<file path="src/sv/sdf_pkg.sv">
// Shared types and constants for the signed decimal field formatter.
`timescale 1ns / 1ps

package sdf_pkg;

    localparam int VALUE_W       = 32;
    localparam int FW_W          = 6;
    localparam int PREC_W        = 6;
    localparam int CHAR_W        = 8;
    localparam int LEN_W         = 7;   // holds any field length up to 64
    localparam int NDIG          = 10;  // decimal digits of a 32-bit magnitude
    localparam int DIG_IDX_W     = 4;
    localparam int DIGIT_W       = 4;
    localparam int PROD_W        = 64;
    localparam int RECIP_SHIFT   = 35;
    localparam int IN_DATA_W     = 48;
    localparam int OUT_DATA_W    = 8;
    localparam int MAX_FIELD_DEF = 63;

    // floor(x / 10) == (x * RECIP) >> RECIP_SHIFT for every 32-bit x
    localparam logic [VALUE_W-1:0] RECIP = 32'hCCCC_CCCD;

    localparam logic [CHAR_W-1:0] CH_SPACE = 8'h20;
    localparam logic [CHAR_W-1:0] CH_ZERO  = 8'h30;
    localparam logic [CHAR_W-1:0] CH_MINUS = 8'h2D;
    localparam logic [CHAR_W-1:0] CH_PLUS  = 8'h2B;

    typedef struct packed {
        logic                 done;
        logic [DIG_IDX_W-1:0] nd;
    } t_dig_stat;

    typedef struct packed {
        logic [CHAR_W-1:0]    sign_char;
        logic                 sign_n;
        logic [LEN_W-1:0]     pre;
        logic [LEN_W-1:0]     zeros;
        logic [DIG_IDX_W-1:0] nd;
        logic [LEN_W-1:0]     post;
        logic [LEN_W-1:0]     total;
    } t_layout;

endpackage

</file>
<file path="src/sv/sdf_digit_unit.sv">
// Iterative divide-by-ten unit: one shared multiplier extracts decimal digits.
`timescale 1ns / 1ps

module sdf_digit_unit
    import sdf_pkg::*;
(
    input  logic                 i_clk,
    input  logic                 i_rst_n,
    input  logic                 i_start,
    input  logic [VALUE_W-1:0]   i_mag,
    input  logic [DIG_IDX_W-1:0] i_rd_idx,
    output logic [DIGIT_W-1:0]   o_rd_digit,
    output t_dig_stat            o_stat
);

    typedef enum logic [1:0] {
        D_IDLE,
        D_MUL,
        D_SUB
    } t_state;

    t_state               r_state;
    logic                 r_done;
    logic [DIG_IDX_W-1:0] r_nd;
    logic [VALUE_W-1:0]   r_mag;
    logic [PROD_W-1:0]    r_prod;
    logic [DIGIT_W-1:0]   r_digs [NDIG];

    logic [VALUE_W-1:0]   n_quot;
    logic [VALUE_W-1:0]   n_quot10;
    logic [VALUE_W-1:0]   n_rem;

    always_comb begin
        n_quot   = VALUE_W'(r_prod[PROD_W-1:RECIP_SHIFT]);
        n_quot10 = {n_quot[VALUE_W-4:0], 3'b000} + {n_quot[VALUE_W-2:0], 1'b0};
        n_rem    = r_mag - n_quot10;
    end

    always_ff @(posedge i_clk) begin
        if (!i_rst_n) begin
            r_state <= D_IDLE;
            r_done  <= 1'b0;
            r_nd    <= '0;
        end else begin
            r_done <= 1'b0;
            unique case (r_state)
                D_IDLE: begin
                    if (i_start) begin
                        r_nd    <= '0;
                        r_state <= D_MUL;
                    end
                end
                D_MUL: begin
                    r_state <= D_SUB;
                end
                D_SUB: begin
                    r_nd <= r_nd + 1'b1;
                    if (n_quot == '0) begin
                        r_done  <= 1'b1;
                        r_state <= D_IDLE;
                    end else begin
                        r_state <= D_MUL;
                    end
                end
                default: r_state <= D_IDLE;
            endcase
        end
    end

    // datapath: magnitude, product and digit store
    always_ff @(posedge i_clk) begin
        if (r_state == D_IDLE && i_start) begin
            r_mag <= i_mag;
        end else if (r_state == D_SUB) begin
            r_mag <= n_quot;
        end
        if (r_state == D_MUL) begin
            r_prod <= PROD_W'(r_mag) * PROD_W'(RECIP);
        end
        if (r_state == D_SUB) begin
            r_digs[r_nd] <= n_rem[DIGIT_W-1:0];
        end
    end

    assign o_rd_digit  = (i_rd_idx < DIG_IDX_W'(NDIG)) ? r_digs[i_rd_idx] : '0;
    assign o_stat.done = r_done;
    assign o_stat.nd   = r_nd;

    a_digit_range: assert property (@(posedge i_clk) disable iff (!i_rst_n)
        (r_state == D_SUB) |-> (n_rem < VALUE_W'(10)))
        else $error("remainder out of decimal range");

    a_digit_count: assert property (@(posedge i_clk) disable iff (!i_rst_n)
        (r_state == D_SUB) |-> (r_nd < DIG_IDX_W'(NDIG)))
        else $error("more than ten digits extracted");

endmodule

</file>
<file path="src/sv/sdf_emitter.sv">
// Character emitter: walks pad, sign, zeros, digits, pad into an output register.
`timescale 1ns / 1ps

module sdf_emitter
    import sdf_pkg::*;
(
    input  logic                  i_clk,
    input  logic                  i_rst_n,
    input  logic                  i_start,
    input  t_layout               i_layout,
    output logic [DIG_IDX_W-1:0]  o_rd_idx,
    input  logic [DIGIT_W-1:0]    i_rd_digit,
    output logic                  o_done,
    output logic                  m_axis_tvalid,
    input  logic                  m_axis_tready,
    output logic [OUT_DATA_W-1:0] m_axis_tdata,   // [7:0] out_char
    output logic                  m_axis_tlast    // last
);

    logic                 r_busy;
    logic                 r_done;
    logic                 r_out_valid;
    logic [CHAR_W-1:0]    r_out_char;
    logic                 r_out_last;
    logic [LEN_W-1:0]     r_pre;
    logic                 r_sgn;
    logic [LEN_W-1:0]     r_zer;
    logic [DIG_IDX_W-1:0] r_dig;
    logic [LEN_W-1:0]     r_post;
    logic [LEN_W-1:0]     r_total;
    logic [CHAR_W-1:0]    r_sign_char;

    logic                 n_step;
    logic [CHAR_W-1:0]    n_char;

    assign n_step   = r_busy && (!r_out_valid || m_axis_tready);
    assign o_rd_idx = r_dig - 1'b1;

    always_comb begin
        if (r_pre != '0) begin
            n_char = CH_SPACE;
        end else if (r_sgn) begin
            n_char = r_sign_char;
        end else if (r_zer != '0) begin
            n_char = CH_ZERO;
        end else if (r_dig != '0) begin
            n_char = CH_ZERO + CHAR_W'(i_rd_digit);
        end else begin
            n_char = CH_SPACE;
        end
    end

    always_ff @(posedge i_clk) begin
        if (!i_rst_n) begin
            r_busy      <= 1'b0;
            r_done      <= 1'b0;
            r_out_valid <= 1'b0;
        end else begin
            r_done <= 1'b0;
            if (r_out_valid && m_axis_tready) begin
                r_out_valid <= 1'b0;
            end
            if (i_start) begin
                r_busy      <= 1'b1;
                r_pre       <= i_layout.pre;
                r_sgn       <= i_layout.sign_n;
                r_zer       <= i_layout.zeros;
                r_dig       <= i_layout.nd;
                r_post      <= i_layout.post;
                r_total     <= i_layout.total;
                r_sign_char <= i_layout.sign_char;
            end else if (n_step) begin
                r_out_valid <= 1'b1;
                r_out_char  <= n_char;
                r_out_last  <= (r_total == LEN_W'(1));
                r_total     <= r_total - 1'b1;
                if (r_pre != '0) begin
                    r_pre <= r_pre - 1'b1;
                end else if (r_sgn) begin
                    r_sgn <= 1'b0;
                end else if (r_zer != '0) begin
                    r_zer <= r_zer - 1'b1;
                end else if (r_dig != '0) begin
                    r_dig <= r_dig - 1'b1;
                end else begin
                    r_post <= r_post - 1'b1;
                end
                if (r_total == LEN_W'(1)) begin
                    r_busy <= 1'b0;
                    r_done <= 1'b1;
                end
            end
        end
    end

    assign o_done        = r_done;
    assign m_axis_tvalid = r_out_valid;
    assign m_axis_tdata  = r_out_char;
    assign m_axis_tlast  = r_out_last;

    a_busy_nonempty: assert property (@(posedge i_clk) disable iff (!i_rst_n)
        r_busy |-> (r_total != '0))
        else $error("emitter busy with nothing left");

    a_count_sum: assert property (@(posedge i_clk) disable iff (!i_rst_n)
        r_busy |-> ((LEN_W+2)'(r_total) == (LEN_W+2)'(r_pre) + (LEN_W+2)'(r_sgn)
                    + (LEN_W+2)'(r_zer) + (LEN_W+2)'(r_dig) + (LEN_W+2)'(r_post)))
        else $error("remaining count does not match the parts");

endmodule

</file>
<file path="src/sv/signed_decimal_field_formatter.sv">
// Top level of the signed decimal field formatter: input capture, layout and sequencing.
//
//  channel  | dir | tdata bits (low first)                                  | tlast
//  s_axis   | in  | value 32, field_width 6, precision 6, precision_given,  | -
//           |     | left_justify, force_sign, zero_pad (48 bits)            |
//  m_axis   | out | out_char 8                                              | last
//
// Per item: S_IDLE accepts it, then D decimal digits (1..10) are extracted in turn via
// the shared divide-by-ten multiplier (states D_MUL and D_SUB per digit) and the count is
// handed over; S_LAY1, S_LAY2 and S_LAY3 lay out the field, and S_EMIT sends N characters
// (0..MAX_FIELD) at one per cycle while m_axis is not stalled, then returns to idle.
// s_axis_tready is high only while idle. A stall on m_axis holds the emitter.
// Synchronous active-low reset returns everything to idle with no output valid.
`timescale 1ns / 1ps

module signed_decimal_field_formatter
    import sdf_pkg::*;
#(
    parameter int MAX_FIELD = MAX_FIELD_DEF
) (
    input  logic                  i_clk,
    input  logic                  i_rst_n,
    input  logic                  s_axis_tvalid,
    output logic                  s_axis_tready,
    input  logic [IN_DATA_W-1:0]  s_axis_tdata,   // value, field_width, precision,
                                                  // precision_given, left_justify,
                                                  // force_sign, zero_pad
    output logic                  m_axis_tvalid,
    input  logic                  m_axis_tready,
    output logic [OUT_DATA_W-1:0] m_axis_tdata,   // [7:0] out_char
    output logic                  m_axis_tlast    // last
);

    typedef enum logic [2:0] {
        S_IDLE,
        S_DIG,
        S_LAY1,
        S_LAY2,
        S_LAY3,
        S_EMIT
    } t_state;

    localparam logic [LEN_W-1:0] MAX_LEN = LEN_W'(MAX_FIELD);

    t_state              r_state;
    logic                r_neg;
    logic                r_plus;
    logic                r_left;
    logic                r_zpad;
    logic                r_pgiven;
    logic                r_zero_case;
    logic [FW_W-1:0]     r_fw;
    logic [PREC_W-1:0]   r_prec;
    logic [LEN_W-1:0]    r_width;
    logic [LEN_W-1:0]    r_mindig;
    logic [DIG_IDX_W-1:0] r_nd;
    logic [LEN_W-1:0]    r_zeros;

    logic                 in_accept;
    logic [VALUE_W-1:0]   in_value;
    logic [VALUE_W-1:0]   in_mag;
    logic                 dig_start;
    t_dig_stat            dig_stat;
    logic [DIG_IDX_W-1:0] rd_idx;
    logic [DIGIT_W-1:0]   rd_digit;
    logic                 emit_start;
    logic                 emit_done;
    t_layout              layout;

    logic                 n_signlen;
    logic [LEN_W-1:0]     n_width;
    logic [LEN_W-1:0]     n_mindig;
    logic [LEN_W-1:0]     n_zeros;
    logic [LEN_W-1:0]     n_room;
    logic [LEN_W-1:0]     n_blen;
    logic [LEN_W-1:0]     n_pad;
    logic [LEN_W-1:0]     n_total;

    assign s_axis_tready = (r_state == S_IDLE);
    assign in_accept     = s_axis_tvalid && s_axis_tready;
    assign in_value      = s_axis_tdata[VALUE_W-1:0];
    // the most negative value wraps to its true unsigned magnitude
    assign in_mag        = in_value[VALUE_W-1] ? (VALUE_W'(0) - in_value) : in_value;
    assign dig_start     = in_accept;

    always_comb begin
        n_signlen = r_neg || r_plus;
        n_width   = (LEN_W'(r_fw) > MAX_LEN) ? MAX_LEN : LEN_W'(r_fw);
        if (r_pgiven) begin
            n_mindig = LEN_W'(r_prec);
        end else if (r_zpad && !r_left && n_width != '0) begin
            n_mindig = n_width - LEN_W'(n_signlen);
        end else begin
            n_mindig = '0;
        end
        n_room  = MAX_LEN - LEN_W'(n_signlen) - LEN_W'(r_nd);
        n_zeros = (r_mindig > LEN_W'(r_nd)) ? (r_mindig - LEN_W'(r_nd)) : '0;
        if (n_zeros > n_room) begin
            n_zeros = n_room;
        end
        n_blen  = LEN_W'(n_signlen) + r_zeros + LEN_W'(r_nd);
        n_pad   = (r_width > n_blen) ? (r_width - n_blen) : '0;
        n_total = n_blen + n_pad;
    end

    always_comb begin
        layout.sign_char = r_neg ? CH_MINUS : CH_PLUS;
        layout.sign_n    = n_signlen;
        layout.pre       = r_left ? '0 : n_pad;
        layout.zeros     = r_zeros;
        layout.nd        = r_nd;
        layout.post      = r_left ? n_pad : '0;
        layout.total     = n_total;
    end

    assign emit_start = (r_state == S_LAY3) && (n_total != '0);

    always_ff @(posedge i_clk) begin
        if (!i_rst_n) begin
            r_state <= S_IDLE;
        end else begin
            unique case (r_state)
                S_IDLE: begin
                    if (in_accept) begin
                        r_state <= S_DIG;
                    end
                end
                S_DIG: begin
                    if (dig_stat.done) begin
                        r_state <= S_LAY1;
                    end
                end
                S_LAY1: r_state <= S_LAY2;
                S_LAY2: r_state <= S_LAY3;
                S_LAY3: r_state <= (n_total != '0) ? S_EMIT : S_IDLE;
                S_EMIT: begin
                    if (emit_done) begin
                        r_state <= S_IDLE;
                    end
                end
                default: r_state <= S_IDLE;
            endcase
        end
    end

    // item fields and layout terms
    always_ff @(posedge i_clk) begin
        if (in_accept) begin
            r_neg       <= in_value[VALUE_W-1];
            r_fw        <= s_axis_tdata[VALUE_W +: FW_W];
            r_prec      <= s_axis_tdata[VALUE_W+FW_W +: PREC_W];
            r_pgiven    <= s_axis_tdata[VALUE_W+FW_W+PREC_W];
            r_left      <= s_axis_tdata[VALUE_W+FW_W+PREC_W+1];
            r_plus      <= s_axis_tdata[VALUE_W+FW_W+PREC_W+2];
            r_zpad      <= s_axis_tdata[VALUE_W+FW_W+PREC_W+3];
            r_zero_case <= s_axis_tdata[VALUE_W+FW_W+PREC_W]
                           && (s_axis_tdata[VALUE_W+FW_W +: PREC_W] == '0)
                           && (in_value == '0);
        end
        if (r_state == S_DIG && dig_stat.done) begin
            // zero printed at precision zero has no digits at all
            r_nd <= r_zero_case ? '0 : dig_stat.nd;
        end
        if (r_state == S_LAY1) begin
            r_width  <= n_width;
            r_mindig <= n_mindig;
        end
        if (r_state == S_LAY2) begin
            r_zeros <= n_zeros;
        end
    end

    sdf_digit_unit u_digit (
        .i_clk      (i_clk),
        .i_rst_n    (i_rst_n),
        .i_start    (dig_start),
        .i_mag      (in_mag),
        .i_rd_idx   (rd_idx),
        .o_rd_digit (rd_digit),
        .o_stat     (dig_stat)
    );

    sdf_emitter u_emit (
        .i_clk         (i_clk),
        .i_rst_n       (i_rst_n),
        .i_start       (emit_start),
        .i_layout      (layout),
        .o_rd_idx      (rd_idx),
        .i_rd_digit    (rd_digit),
        .o_done        (emit_done),
        .m_axis_tvalid (m_axis_tvalid),
        .m_axis_tready (m_axis_tready),
        .m_axis_tdata  (m_axis_tdata),
        .m_axis_tlast  (m_axis_tlast)
    );

    a_accept_to_digits: assert property (@(posedge i_clk) disable iff (!i_rst_n)
        in_accept |=> (r_state == S_DIG))
        else $error("accepted request did not start digit extraction");

    a_done_in_emit: assert property (@(posedge i_clk) disable iff (!i_rst_n)
        emit_done |-> (r_state == S_EMIT))
        else $error("emitter finished outside the emit phase");

    a_total_bounded: assert property (@(posedge i_clk) disable iff (!i_rst_n)
        (r_state == S_LAY3) |-> (n_total <= MAX_LEN))
        else $error("field longer than the maximum");

endmodule

</file>
<file path="config.mk">
export PLATFORM = sky130hd
export DESIGN_NAME = signed_decimal_field_formatter
export DESIGN_NICKNAME = d
export VERILOG_FILES = /design/src/sv/sdf_pkg.sv /design/src/sv/sdf_digit_unit.sv /design/src/sv/sdf_emitter.sv /design/src/sv/signed_decimal_field_formatter.sv
export SDC_FILE = /design/constraint.sdc
export NUM_CORES = 2
export LEC_CHECK = 0
export ABC_AREA = 1
export BUFFER_PORTS_ARGS = -buffer_cell sky130_fd_sc_hd__clkbuf_2
export CAP_MARGIN = 20
export CORE_MARGIN = 5
export CORE_UTILIZATION = 45
export DETAILED_ROUTE_END_ITERATION = 6
export SYNTH_ARGS = -nofsm -noshare
export SYNTH_HDL_FRONTEND = slang
export SYNTH_HIERARCHICAL = 1
export SYNTH_SLANG_ARGS = --single-unit
</file>
<file path="constraint.sdc">
create_clock -name i_clk -period 8.3 [get_ports i_clk]
set_clock_uncertainty 0.2 [all_clocks]
set_input_delay 1.245 -clock i_clk [delete_from_list [all_inputs] [get_ports i_clk]]
set_output_delay 1.245 -clock i_clk [all_outputs]
set_load 0.02 [all_outputs]
</file>
==> key figures <==
Status
  – Status: complete, no violations

Finish
  – Register area: approximately 5800 µm²
  – Non-filler cells in the finished layout: around 4500
  – Multi-input gate area: between 20000 and 25000 µm²
  – Antenna Cells: 0
  – Layout cells sized above 1: 0.0605
  – Final #Nets: ~4400
  – FILL cells: approximately 6500
  – Syn-to-layout area delta: 6.63%

Clock tree
  – Clock transition at the registers of the reported paths: ~0.09 ns
  – Root Buffer: clkbuf_16
  – CTS resizes: 0
  – Worst-Skew Late Latency: 0.49 ns
  – Post-CTS Setup Inserts: 0
  – Number of CTS-inserted buffers: 17
  – CTS tree: yes
  – CTS H-tree depth: 4
  – CTS sink cnt: slightly below 200
  – CTS hold repair buffers: 0
  – CTS Buffer Depth: 2

Timing
  – Slew @ Worst Pin: 1.12 ns
  – Setup Viol. Count Final: 0
  – FMAX: roughly 140 MHz
  – Tcrit/Tclk final: 0.882
  – Fin. Hold Viols: 0
  – RSZ-0062 raised after global routing: false
  – Minimum clock period: 7.32 ns
  – Setup TNS: 0 ns
  – Max Slew Vio Count: 0
  – Rel. slew slack: 0.248

Critical path
  – CP Max Fanout: 10
  – Worst Setup End Kind: flop
  – Crit-path max cell delay: around 0.72 ns
  – Worst Path Arrival: roughly 7.4 ns
  – WS Path Type: flop to flop
  – Path depth of the worst reg2reg path: 22
  – Cell Chain, Critical Path: ha_1 -> xor2_1 -> ha_1 -> or2_2 -> fa_1 -> fa_1 -> fa_1 -> fa_1 -> fa_1 -> inv_1 -> fa_1 -> inv_1 -> ha_1 -> nand2_2 -> inv_2 -> nand2_2 -> nor3_1 -> nand2_1 -> nor2_1 -> nand3_1 -> nand3_1 -> nand2_1
  – Startpoint Class: flop
  – Worst endpoint required time: roughly 8.4 ns
  – CP most frequent cell: fa_1
  – R2r setup slk: roughly 1 ns
  – Slowest cell on the critical path: edfxtp_1

Routing
  – Vias after detailed routing: approximately 23000
  – Via-to-Cell Ratio: a little over 5
  – First-pass DRT Iterations: 6
  – DRT antenna net count: 0
  – DR WL/cell: roughly 20 µm
  – Post-Route WL: ~90 mm
  – Iter 0 DRT Violations: between 1500 and 2000
  – Drt drc: 0

Yosys
  – Synth Warn #: 6
  – Cell Area, Synth: 29900 µm²
  – Syn avg cell area: about 8.5 µm²
  – Syn Inst Count: 3542

Global routing
  – First-pass GRT wire length: 139 mm
  – Initial antenna violation count: 0
  – All-Layer GR Usage: 0.259
  – Largest net degree at the start of global routing: between 40 and 50
  – Gr ovfl total: 0
  – Number of global-route vias before repair: ~23000

Floorplan
  – Core area: ~66000 µm²
  – Die width: between 200 and 300 µm
  – Die Ht: 268 µm
  – # IOs: 63
  – Die ar.: roughly 72000 µm²
  – Site Rows: 94
  – Initial Utilization: 0.455

Placed design
  – Final GP Congestion: a little under 1
  – Placed cells: roughly 4500
  – Post-DP HPWL: ~79 mm
  – I/O Buffers: 62

Job
  – Max Cap Viol: 0

Min path
  – Hold Path Class: flop to flop
  – Worst hold stages: 1
-- layout make-up --
| type | instances | area share |
|---|---|---|
| sequential | 199 | 0.183 |
| timing repair buffer | 72 | 0.0121 |
| inverter | 1023 | 0.120 |
| clock inverter | 14 | 0.00588 |
| tap | 864 | 0.0339 |
| clock buffer | 18 | 0.0138 |
| multi-input combinational | 2294 | 0.631 |
-- worst paths after layout --
| check | from | end |
|---|---|---|
| min | u_digit/r_state[1] | u_digit/r_state[1] |
| max reg2reg | u_digit/r_mag[0] | u_digit/r_prod[58] |
| max | u_digit/r_mag[0] | u_digit/r_prod[58] |
| min reg2reg | u_digit/r_state[1] | u_digit/r_state[1] |
-- cells in the final DEF (no fill, tap or decap), drive strengths merged, types with 2 or more instances in the layout --
cell and count:
or2 10, a21oi 107, o21a 2, nand4 24, nand3b 5, and2 2
nand2 652, nor2 257, o221ai 4, fa 392, nor3 32, conb 6
o31ai 3, buf 8, clkinv 8, o21ai 127, a31oi 4, a21o 10
nor4 11, o22ai 7, a21boi 4, o211ai 6, xor2 75, inv 1029
clkbuf 82, dfxtp 13, nand3 106, xnor2 29, ha 396, o21bai 18
edfxtp 186
-- layer usage --
layer | part of all wire | track usage | vias up | routed length (µm)
met3 | 0.042 | 0.0277 | 131 | 3810
met2 | 0.48 | 0.436 | 604 | 43000
met1 | 0.43 | 0.345 | 11000 | 39100
met5 | 0 | 0 | - | 0
li1 | - | - | 10900 | -
met4 | 0.048 | 0.107 | 0 | 4340
-- metrics by stage --
stage                     instance area (µm²)  hold WS [ns]   util  setup WS (ns)
after floorplan                         30000         0.224      -           1.91
after global placement                  31300         0.261  0.475           1.08
after detailed placement                31300         0.246  0.475           1.06
after CTS                               31900         0.277  0.484           1.03
after global routing                    31900         0.293  0.485          0.633
final                                   31900         0.276  0.485          0.982
-- flip-flops by register name (all words and copies together) (netlist names), 2 cells and up --
register / cells
u_digit/r_prod: 29
r_nd: 4
r_prec: 6
u_digit/r_nd: 4
u_digit/r_state: 2
u_emit/r_total: 7
u_digit/r_mag: 32
r_zeros: 7
u_emit/r_sign_char: 8
u_emit/r_zer: 7
r_fw: 6
u_digit/r_digs: 40
u_emit/r_pre: 7
r_state: 3
u_emit/m_axis_tdata: 8
u_emit/r_dig: 4
r_mindig: 7
r_width: 6
-- worst max-delay path, delay by kind of cell (launching register included) --
family                   cells  cell delay (ns)
XOR/XNOR                     1             0.20
buffers and inverters        3             0.16
flip-flops                   1             0.72
adder cells (fa/ha/maj)      9             4.28
AND/OR/NAND/NOR              9             1.50
Power is left out: the tool's default activity adds up to more than one toggle a clock period on the data nets, which glitch-free logic cannot reach.
